**src/rtl/core/gtpu_tunnel_header_parser_assert.svh**
```systemverilog
// assertion macros shared by the gtp-u header parser rtl
// expects clk and arst_n in the scope of each use
`ifndef GTPU_TUNNEL_HEADER_PARSER_ASSERT_SVH
`define GTPU_TUNNEL_HEADER_PARSER_ASSERT_SVH

// same-cycle implication
`define GTPU_ASSERT_IMP(label, ante, cons, msg) \
	label: assert property (@(posedge clk) disable iff (!arst_n) (ante) |-> (cons)) \
		else $error(msg);

// next-cycle implication
`define GTPU_ASSERT_NXT(label, ante, cons, msg) \
	label: assert property (@(posedge clk) disable iff (!arst_n) (ante) |=> (cons)) \
		else $error(msg);

`endif

```
**src/rtl/core/gtpu_hp_pkg.sv**
```systemverilog
// types and constants of the gtp-u tunnel header parser
// no dependencies
package gtpu_hp_pkg;

	typedef struct packed {
		logic [7:0] frame_byte;
		logic       last_byte;
	} in_item_t;

	typedef struct packed {
		logic [2:0]  parse_status;
		logic [31:0] tunnel_id;
		logic [5:0]  flow_qos_id;
		logic [31:0] inner_source;
		logic [31:0] inner_destination;
		logic [15:0] inner_total_length;
	} out_item_t;

	// parse status codes
	localparam logic [2:0] ST_NOT_GTPU     = 3'd0;
	localparam logic [2:0] ST_GTP_TRUNC    = 3'd1;
	localparam logic [2:0] ST_INNER_TRUNC  = 3'd2;
	localparam logic [2:0] ST_INNER_NOT_V4 = 3'd3;
	localparam logic [2:0] ST_OK           = 3'd4;

	localparam logic [15:0] PORT_AT_RESET = 16'd2152;

	// fixed outer header positions and values
	localparam int POS_ETYPE_HI  = 12;
	localparam int POS_ETYPE_LO  = 13;
	localparam int POS_IP_START  = 14;
	localparam int POS_IP_PROTO  = 23;
	localparam int MIN_FRAME     = 34;
	localparam int UDP_HDR_BYTES = 8;

	localparam logic [7:0] ETYPE_HI     = 8'h08;
	localparam logic [7:0] ETYPE_LO     = 8'h00;
	localparam logic [7:0] IP_PROTO_UDP = 8'd17;
	localparam logic [3:0] IP_VERSION_4 = 4'h4;

	// gtp-u flags and extension codes
	localparam logic [7:0] OPT_FLAGS = 8'h07;
	localparam int         E_FLAG_BIT = 2;
	localparam logic [7:0] PSC_TYPE  = 8'h85;
	localparam logic [5:0] QFI_MASK  = 6'h3F;

endpackage

```
**src/rtl/core/gtpu_hp_parser.sv**
```systemverilog
// per-byte parse state and result formation of the gtp-u header parser
// depends on gtpu_hp_pkg
module gtpu_hp_parser import gtpu_hp_pkg::*; #(
	parameter int MAX_EXT_HEADERS = 4,
	parameter int MAX_FRAME_BYTES = 16384
) (
	input  logic        clk,
	input  logic        arst_n,
	input  logic        step,
	input  in_item_t    item,
	input  logic [15:0] udp_port,
	output out_item_t   result
);

	localparam int PW = $clog2(MAX_FRAME_BYTES + 1);
	localparam int AW = PW + 1;
	localparam int XW = $clog2(MAX_EXT_HEADERS + 1);
	localparam int EW = ((PW > 10) ? PW : 10) + 1;
	localparam logic [PW-1:0] POS_LIMIT = PW'(MAX_FRAME_BYTES);
	localparam logic [XW-1:0] EXT_LIMIT = XW'(MAX_EXT_HEADERS);

	typedef enum logic [2:0] {
		PH_OUTER, PH_BASE, PH_OPT, PH_EXT, PH_INNER, PH_DONE
	} phase_t;

	phase_t        phase_q, phase_d, ph;
	logic [PW-1:0] pos_q, pos_d;
	logic [3:0]    ohw_q, ohw_d, ohw_eff;
	logic [7:0]    flags_q, flags_d;
	logic [31:0]   tid_q, tid_d, port_shift;
	logic [7:0]    pet_q, pet_d;
	logic [XW-1:0] walked_q, walked_d;
	logic [EW-1:0] eep_q, eep_d;
	logic [PW-1:0] iso_q, iso_d;
	logic [5:0]    qfi_q, qfi_d;
	logic [15:0]   len_q, len_d;
	logic [31:0]   src_q, src_d;
	logic [31:0]   dst_q, dst_d;
	logic          rej_q, rej_d;
	logic [3:0]    ver_q, ver_d;

	logic [7:0]    b;
	logic [PW-1:0] p, d, k;
	logic [AW-1:0] p_w, u_w, g_w, g_end;
	logic          live, go_inner;

	always_comb begin
		phase_d  = phase_q;
		pos_d    = pos_q;
		ohw_d    = ohw_q;
		flags_d  = flags_q;
		tid_d    = tid_q;
		pet_d    = pet_q;
		walked_d = walked_q;
		eep_d    = eep_q;
		iso_d    = iso_q;
		qfi_d    = qfi_q;
		len_d    = len_q;
		src_d    = src_q;
		dst_d    = dst_q;
		rej_d    = rej_q;
		ver_d    = ver_q;

		b   = item.frame_byte;
		p   = pos_q;
		p_w = {1'b0, pos_q};
		ohw_eff = (p == PW'(POS_IP_START)) ? b[3:0] : ohw_q;
		u_w = AW'(POS_IP_START) + AW'({ohw_eff, 2'b00});
		g_w = u_w + AW'(UDP_HDR_BYTES);
		d   = p - g_w[PW-1:0];
		k   = d - iso_q;
		port_shift = {tid_q[23:0], b};
		live     = 1'b0;
		go_inner = 1'b0;
		ph       = phase_q;

		if (p < POS_LIMIT) begin
			pos_d = p + PW'(1);
			if (p == PW'(POS_ETYPE_HI) && b != ETYPE_HI) rej_d = 1'b1;
			if (p == PW'(POS_ETYPE_LO) && b != ETYPE_LO) rej_d = 1'b1;
			if (p == PW'(POS_IP_PROTO) && b != IP_PROTO_UDP) rej_d = 1'b1;
			if (p == PW'(POS_IP_START)) ohw_d = b[3:0];
			if (p >= PW'(POS_IP_START)) begin
				// udp ports pass through the teid register
				if (p_w >= u_w && p_w <= u_w + AW'(3)) begin
					tid_d = port_shift;
					if (p_w == u_w + AW'(3) && port_shift[31:16] != udp_port
							&& port_shift[15:0] != udp_port)
						rej_d = 1'b1;
				end
				live = 1'b1;
				if (phase_q == PH_OUTER) begin
					if (p_w == g_w) ph = PH_BASE;
					else live = 1'b0;
				end
			end
		end

		if (live) begin
			phase_d = ph;
			unique case (ph)
				PH_BASE: begin
					if (d == '0) flags_d = b;
					if (d >= PW'(4)) tid_d = {tid_q[23:0], b};
					if (d == PW'(7)) begin
						if ((flags_q & OPT_FLAGS) != 8'h00) phase_d = PH_OPT;
						else begin
							iso_d   = PW'(8);
							phase_d = PH_INNER;
						end
					end
				end
				PH_OPT: begin
					if (d == PW'(11)) begin
						iso_d = PW'(12);
						if (flags_q[E_FLAG_BIT] && b != 8'h00) begin
							pet_d    = b;
							walked_d = '0;
							phase_d  = PH_EXT;
						end else begin
							phase_d = PH_INNER;
						end
					end
				end
				PH_EXT: begin
					if (d == iso_q) begin
						// length octet: zero ends the walk here
						if (b != 8'h00) eep_d = EW'(d) + EW'({b, 2'b00}) - EW'(1);
						else begin
							phase_d  = PH_INNER;
							go_inner = 1'b1;
						end
					end else begin
						if ({1'b0, d} == {1'b0, iso_q} + AW'(2) && pet_q == PSC_TYPE)
							qfi_d = b[5:0] & QFI_MASK;
						if (EW'(d) == eep_q) begin
							pet_d    = b;
							walked_d = walked_q + XW'(1);
							iso_d    = d + PW'(1);
							if (b == 8'h00 || walked_d >= EXT_LIMIT) phase_d = PH_INNER;
						end
					end
				end
				PH_INNER: go_inner = 1'b1;
				default: ;
			endcase
		end

		if (go_inner && d >= iso_q) begin
			if (k == '0) ver_d = b[7:4];
			case (k)
				PW'(2):  len_d[15:8]  = b;
				PW'(3):  len_d[7:0]   = b;
				PW'(12): src_d[31:24] = b;
				PW'(13): src_d[23:16] = b;
				PW'(14): src_d[15:8]  = b;
				PW'(15): src_d[7:0]   = b;
				PW'(16): dst_d[31:24] = b;
				PW'(17): dst_d[23:16] = b;
				PW'(18): dst_d[15:8]  = b;
				PW'(19): begin
					dst_d[7:0] = b;
					phase_d    = PH_DONE;
				end
				default: ;
			endcase
		end

		// result as seen after this item
		g_end = AW'(POS_IP_START + UDP_HDR_BYTES) + AW'({ohw_d, 2'b00});
		result = '0;
		if (rej_d || pos_d < PW'(MIN_FRAME) || {1'b0, pos_d} < g_end)
			result.parse_status = ST_NOT_GTPU;
		else if (phase_d == PH_OUTER || phase_d == PH_BASE || phase_d == PH_OPT
				|| phase_d == PH_EXT)
			result.parse_status = ST_GTP_TRUNC;
		else if (phase_d == PH_INNER)
			result.parse_status = ST_INNER_TRUNC;
		else if (ver_d == IP_VERSION_4)
			result.parse_status = ST_OK;
		else
			result.parse_status = ST_INNER_NOT_V4;

		if (result.parse_status != ST_NOT_GTPU && result.parse_status != ST_GTP_TRUNC) begin
			result.tunnel_id   = tid_d;
			result.flow_qos_id = qfi_d;
		end
		if (result.parse_status == ST_OK) begin
			result.inner_source       = src_d;
			result.inner_destination  = dst_d;
			result.inner_total_length = len_d;
		end
	end

	always_ff @(posedge clk or negedge arst_n) begin
		if (!arst_n) begin
			phase_q  <= PH_OUTER;
			pos_q    <= '0;
			ohw_q    <= '0;
			flags_q  <= '0;
			tid_q    <= '0;
			pet_q    <= '0;
			walked_q <= '0;
			eep_q    <= '0;
			iso_q    <= '0;
			qfi_q    <= '0;
			len_q    <= '0;
			src_q    <= '0;
			dst_q    <= '0;
			rej_q    <= 1'b0;
			ver_q    <= '0;
		end else if (step) begin
			if (item.last_byte) begin
				// frame done: start the next one clean
				phase_q  <= PH_OUTER;
				pos_q    <= '0;
				ohw_q    <= '0;
				flags_q  <= '0;
				tid_q    <= '0;
				pet_q    <= '0;
				walked_q <= '0;
				eep_q    <= '0;
				iso_q    <= '0;
				qfi_q    <= '0;
				len_q    <= '0;
				src_q    <= '0;
				dst_q    <= '0;
				rej_q    <= 1'b0;
				ver_q    <= '0;
			end else begin
				phase_q  <= phase_d;
				pos_q    <= pos_d;
				ohw_q    <= ohw_d;
				flags_q  <= flags_d;
				tid_q    <= tid_d;
				pet_q    <= pet_d;
				walked_q <= walked_d;
				eep_q    <= eep_d;
				iso_q    <= iso_d;
				qfi_q    <= qfi_d;
				len_q    <= len_d;
				src_q    <= src_d;
				dst_q    <= dst_d;
				rej_q    <= rej_d;
				ver_q    <= ver_d;
			end
		end
	end

endmodule

```
**src/rtl/core/gtpu_tunnel_header_parser.sv**
```systemverilog
// top level of the gtp-u tunnel header parser: input register, port register, result register
// depends on gtpu_hp_pkg, gtpu_hp_parser and gtpu_tunnel_header_parser_assert.svh
//
//  channel   handshake                   payload
//  frame     frame_valid / frame_stall   frame_data   (one byte, last mark)
//  result    result_valid / result_stall result_data  (one per frame)
//  config    cfg_wr_en                   cfg_wr_data  (gtp-u udp port)
//
// one byte per cycle sustained while frame_stall is low; every byte is parsed combinationally out of the input register
// a result is registered once its last byte leaves the input register, later only behind a held result
// reset clears all frame state and sets the port to 2152
// frame_stall rises only while a last byte waits behind a result not yet taken
module gtpu_tunnel_header_parser import gtpu_hp_pkg::*; #(
	parameter int MAX_EXT_HEADERS = 4,
	parameter int MAX_FRAME_BYTES = 16384
) (
	input  logic        clk,
	input  logic        arst_n,
	input  logic        frame_valid,
	output logic        frame_stall,
	input  in_item_t    frame_data,
	output logic        result_valid,
	input  logic        result_stall,
	output out_item_t   result_data,
	input  logic        cfg_wr_en,
	input  logic [15:0] cfg_wr_data
);

	`include "gtpu_tunnel_header_parser_assert.svh"

	in_item_t    item_s1;
	logic        valid_s1;
	logic [15:0] port_q;
	out_item_t   result_q;
	logic        res_valid_q;
	out_item_t   parsed;
	logic        advance;

	// a last byte needs a free result slot, other bytes always move on
	assign advance = valid_s1 && (!item_s1.last_byte || !res_valid_q || !result_stall);
	assign frame_stall = valid_s1 && !advance;

	always_ff @(posedge clk or negedge arst_n) begin
		if (!arst_n) begin
			valid_s1 <= 1'b0;
		end else if (frame_valid && !frame_stall) begin
			valid_s1 <= 1'b1;
		end else if (advance) begin
			valid_s1 <= 1'b0;
		end
	end

	always_ff @(posedge clk) begin
		if (frame_valid && !frame_stall) item_s1 <= frame_data;
	end

	always_ff @(posedge clk or negedge arst_n) begin
		if (!arst_n) begin
			port_q <= PORT_AT_RESET;
		end else if (cfg_wr_en) begin
			port_q <= cfg_wr_data;
		end
	end

	gtpu_hp_parser #(
		.MAX_EXT_HEADERS(MAX_EXT_HEADERS),
		.MAX_FRAME_BYTES(MAX_FRAME_BYTES)
	) u_parser (
		.clk      (clk),
		.arst_n   (arst_n),
		.step     (advance),
		.item     (item_s1),
		.udp_port (port_q),
		.result   (parsed)
	);

	always_ff @(posedge clk or negedge arst_n) begin
		if (!arst_n) begin
			res_valid_q <= 1'b0;
		end else if (advance && item_s1.last_byte) begin
			res_valid_q <= 1'b1;
		end else if (!result_stall) begin
			res_valid_q <= 1'b0;
		end
	end

	always_ff @(posedge clk) begin
		if (advance && item_s1.last_byte) result_q <= parsed;
	end

	assign result_valid = res_valid_q;
	assign result_data  = result_q;

	`GTPU_ASSERT_IMP(a_stall_only_when_full, frame_stall,
		valid_s1 && item_s1.last_byte && res_valid_q && result_stall,
		"input stalled without a blocked result")
	`GTPU_ASSERT_NXT(a_last_gives_result,
		valid_s1 && item_s1.last_byte && !frame_stall, res_valid_q,
		"last byte moved on without a result")
	`GTPU_ASSERT_IMP(a_inner_only_when_ok,
		res_valid_q && result_q.parse_status != ST_OK,
		result_q.inner_source == 32'd0 && result_q.inner_destination == 32'd0
			&& result_q.inner_total_length == 16'd0,
		"inner fields set on a result that is not ok")
	`GTPU_ASSERT_IMP(a_teid_only_when_parsed,
		res_valid_q && (result_q.parse_status == ST_NOT_GTPU
			|| result_q.parse_status == ST_GTP_TRUNC),
		result_q.tunnel_id == 32'd0 && result_q.flow_qos_id == 6'd0,
		"teid or qfi set without a full gtp-u header")

endmodule
```
**config.mk**
```make
export PLATFORM = sky130hd
export DESIGN_NAME = gtpu_tunnel_header_parser
export DESIGN_NICKNAME = d
export VERILOG_FILES = /design/src/rtl/core/gtpu_hp_pkg.sv /design/src/rtl/core/gtpu_hp_parser.sv /design/src/rtl/core/gtpu_tunnel_header_parser.sv
export VERILOG_INCLUDE_DIRS = /design/src /design/src/rtl/core
export SDC_FILE = /design/constraint.sdc
export NUM_CORES = 1
export LEC_CHECK = 0
export BUFFER_PORTS_ARGS = -buffer_cell sky130_fd_sc_hd__buf_2
export CORE_UTILIZATION = 47
export DETAILED_ROUTE_END_ITERATION = 10
export PLACE_DENSITY = 0.63
export SLEW_MARGIN = 40
export SYNTH_ARGS = -nofsm -noshare
export SYNTH_HDL_FRONTEND = slang
export SYNTH_SLANG_ARGS = --single-unit
```
**constraint.sdc**
```tcl
create_clock -name clk -period 8.2 [get_ports clk]
set_input_delay 2.05 -clock clk [delete_from_list [all_inputs] [get_ports clk]]
set_output_delay 2.05 -clock clk [all_outputs]
set_load 0.01 [all_outputs]
```
==> out/metrics.cfg <==
[power]
switching_share = 0.269
seqPwrFrac = 0.453
clkPwrFrac = 0.417
p_switching_mw = 1.12
ir_worst_vdd_v = 0.000148
leakage_nw = 9.48
p_int_mw = 3.05
p_total_mw = 4.18
pwr-share-comb = 0.130
power_density_mw_per_mm2 = 184

[logic_synthesis]
synthFlopType = dfrtp_1
synth_area_sq_mm = 0.0196
synth_nets = 2152
synthArstFlopShare = 0.615
yosysWarnings = 0
synth_seq_cells = 338
synth_enable_flop_cells = 130
syn_inst = 2050
synthDistinctLibCells = 87
syn_area_per_cell_sq_um = 9.58
ys_seq_area_frac = 0.464

[run]
drv_cap = 0

[finish]
n_fill_cell = 3598
stdcell_count = 2766
multi_input_area_sq_mm = 0.00980
register_area_sq_mm = 0.00911
final_nets = 2305
n_antenna_cell = 0
drive_gt1_frac = 0.172
syn2layout_area_growth_pct = 15.7

[setup_path]
reg2reg_from = u_parser.p[12]$_DFFE_PN0P_
cpPeakStageDelay_ns = 0.51
crit_required_ns = 8.60
cp-start-kind = flip-flop
crit_top_cell = buf_4
rr_worst_depth = 31
crit_path_max_fanout = 32
cp.arrival_ns = 8.16
path_class = flip-flop to flip-flop
r2r_slack_ns = 0.44
r2r_end = u_parser.iso_q[8]$_DFFE_PN0P_
slowest_stage = dfrtp_1
endpoint_kind = flip-flop

[floorplan]
dieArea_sq_mm = 0.0426
die_x_microns = 206
die_h_microns = 206
io-pin-count = 153
std_cell_rows = 74
core_sq_mm = 0.0410
initial_core_util = 0.479

[routing]
drt-initial-drc-count = 1631
vias = 16500
drt-vias-per-instance = 5.96
final_antenna_net_count = 0
routed_wl_microns = 59600
drtPass1Iterations = 8
wl_per_cell_microns = 21.6
drc = 28

[status]
failed_checks = DRC
status = finished with violations

[global_route]
grt_overflow = 0
grtUsageTotal = 0.281
grt_start_max_net_pins = 95
grt_pass1_wl_microns = 91600
antenna_found_initial = 0
grt_pass1_vias = 15600

[cts]
cts_buffers = 39
root_buffer = clkbuf_16
clk_pin_slew_ns = 0.06
insertion_delay_ns = 0.56
cts.path.max_buffers = 3
cts.sinks = 338
h-tree-depth = 2
tritoncts = yes

[hold_path]
min_to = u_parser.src_q[25]$_DFFE_PN0P_
hold_start = u_parser.src_q[25]$_DFFE_PN0P_
hold_depth = 2
hp-class = flip-flop to flip-flop

[timing]
fin_crit_sh = 0.946
setup_viol = 0
rsz0062_at_grt = yes
drv_slew = 0
finalClockSkew_ns = 0.0165
finalHoldViolCount = 0
fin_crit_ns = 7.76
tightest_slew_ns = 0.875
relSlewSlack = 0.413
timing.fmax_mhz = 129

[placed_design]
place.gp.congestion = 0.957
place_inst = 2691
hpwl_microns = 40800
port_buffers = 152

## cells by family after synthesis
| kind of cell | synth area share |
|---|---|
| AOI/OAI and AO/OA | 0.176 |
| xor gates and xnor gates | 0.0553 |
| adders and majority gates | 0.0480 |
| buffers and inverters | 0.0449 |
| DFF | 0.464 |
| muxes | 0.0482 |
| and+or+nand+nor | 0.163 |
## Yosys cell counts (all sizes together) (5+ instances only)
master,count,area (sq um)
edfxtp,130,3900
nand2b,13,88.8
clkbuf,109,409
a21o,22,165
nor2,241,917
a211oi,12,115
a21oi,131,656
nand3,34,170
mux2i,62,621
mux2,29,327
a31oi,18,113
xnor2,68,596
inv,86,323
or4,6,45.0
nor2b,23,144
o21ai,155,776
dfrtp,204,5100
and2,39,244
or3b,9,78.8
a22o,38,333
o21bai,9,67.6
o21a,20,150
o31ai,7,52.6
nand4,22,138
nor3,23,120
clkinv,6,22.5
xor2,56,490
nor4,31,209
o41ai,19,166
or3,10,62.6
buf,17,128
o311ai,9,96.4
ha,69,863
a41o,5,50.1
nand4b,6,52.6
a22oi,47,353
nand2,182,683
and3,13,81.3
## worst max-delay path: cells and delay by family (launching register included)
kind | cells | cell delay, ns
fa+ha+maj | 4 | 1.14
compound gates | 7 | 1.62
xor+xnor | 3 | 0.52
mux | 1 | 0.26
flops | 1 | 0.51
buf+inv | 7 | 1.11
simple gates | 9 | 2.43
## cell usage in the layout (no fill, tap or decap), drive strengths merged, types with 19 or more instances in the layout
master / netlist / final
nor2: 241 / 241
buf: 17 / 237
dfrtp: 204 / 204
nand2: 182 / 182
o21ai: 155 / 155
a21oi: 131 / 131
edfxtp: 130 / 130
inv: 86 / 87
ha: 69 / 69
xnor2: 68 / 68
mux2i: 62 / 62
clkbuf: 109 / 57
xor2: 56 / 56
a22oi: 47 / 47
and2: 39 / 39
a22o: 38 / 38
nand3: 34 / 34
nor4: 31 / 31
mux2: 29 / 29
nor2b: 23 / 23
nor3: 23 / 23
a21o: 22 / 22
nand4: 22 / 22
o21a: 20 / 20
o41ai: 19 / 19
## metrics by stage
stage	area, sq um	hold slack, ns	setup TNS [ns]	setup WS, ns	util
after detailed placement	21300	0.464	0	0.364	0.519
after floorplan	19600	0.442	0	0.0559	-
after global placement	21200	0.455	0	0.603	0.517
after global routing	22700	0.497	-0.413	-0.0340	0.554
after CTS	22600	0.477	0	0.300	0.550
final	22700	0.471	0	0.441	0.554
## final cells by class
cell class / count / share of cell area
Clock buffer: 56 / 0.0498
Timing Repair Buffer: 238 / 0.0664
Tap cell: 532 / 0.0293
Inverter: 92 / 0.0154
Multi-Input combinational cell: 1494 / 0.431
Sequential cell: 338 / 0.401
Clock inverter: 16 / 0.00634
## worst max path at each step
stage | from | end | slack, ns | cells after the start
final | u_parser.p[12]$_DFFE_PN0P_ | u_parser.iso_q[8]$_DFFE_PN0P_ | 0.44 | 31
after global routing | u_parser.p[12]$_DFFE_PN0P_ | u_parser.iso_q[9]$_DFFE_PN0P_ | -0.03 | 30
after CTS | u_parser.p[4]$_DFFE_PN0P_ | result_data[67]$_SDFFCE_PP0P_ | 0.30 | 28
after detailed placement | u_parser.p[4]$_DFFE_PN0P_ | result_data[67]$_SDFFCE_PP0P_ | 0.36 | 28
after global placement | u_parser.p[12]$_DFFE_PN0P_ | result_data[52]$_SDFFCE_PP0P_ | 0.60 | 31
after floorplan | u_parser.p[10]$_DFFE_PN0P_ | result_data[56]$_SDFFCE_PP0P_ | 0.06 | 32
## state kept, by name (all words and copies together) (netlist names)
signal	cells
u_parser.qfi_q	6
u_parser.flags_q	3
port_q	16
result_valid	1
u_parser.iso_q	15
valid_s1	1
u_parser.tid_q	32
u_parser.walked_q	3
u_parser.phase_q	3
u_parser.pet_q	8
u_parser.rej_q	1
u_parser.eep_q	16
u_parser.dst_q	32
u_parser.ohw_q	4
u_parser.p	15
u_parser.ver_q	4
u_parser.src_q	32
item_s1	9
result_data	121
u_parser.len_q	16
## power by group through the flow
stage | sequential, mW | combinational, mW | clock [mW]
finish | 1.89 | 0.542 | 1.74
global route | 1.90 | 0.595 | 1.83
CTS | 1.89 | 0.538 | 1.77
detailed placement | 1.92 | 0.536 | 0
global placement | 1.92 | 0.525 | 0
floorplan | 1.92 | 0.329 | 0
## per-layer routing
metal	global-route usage	part of all wire	up-vias
met3	0.0382	0.060	95
met2	0.433	0.46	616
met1	0.408	0.46	8089
met4	0.0856	0.026	0
li1	-	-	7673
met5	0	0	-
## what timing repair did
| action | CTS | global route |
|---|---|---|
| buffers inserted | 0 | 2 |
| setup endpoints to repair | 0 | 186 |
| hold buffers | 0 | 0 |
| gates resized for setup | 0 | 21 |
No activity file was read; power rests on OpenSTA's default activity.
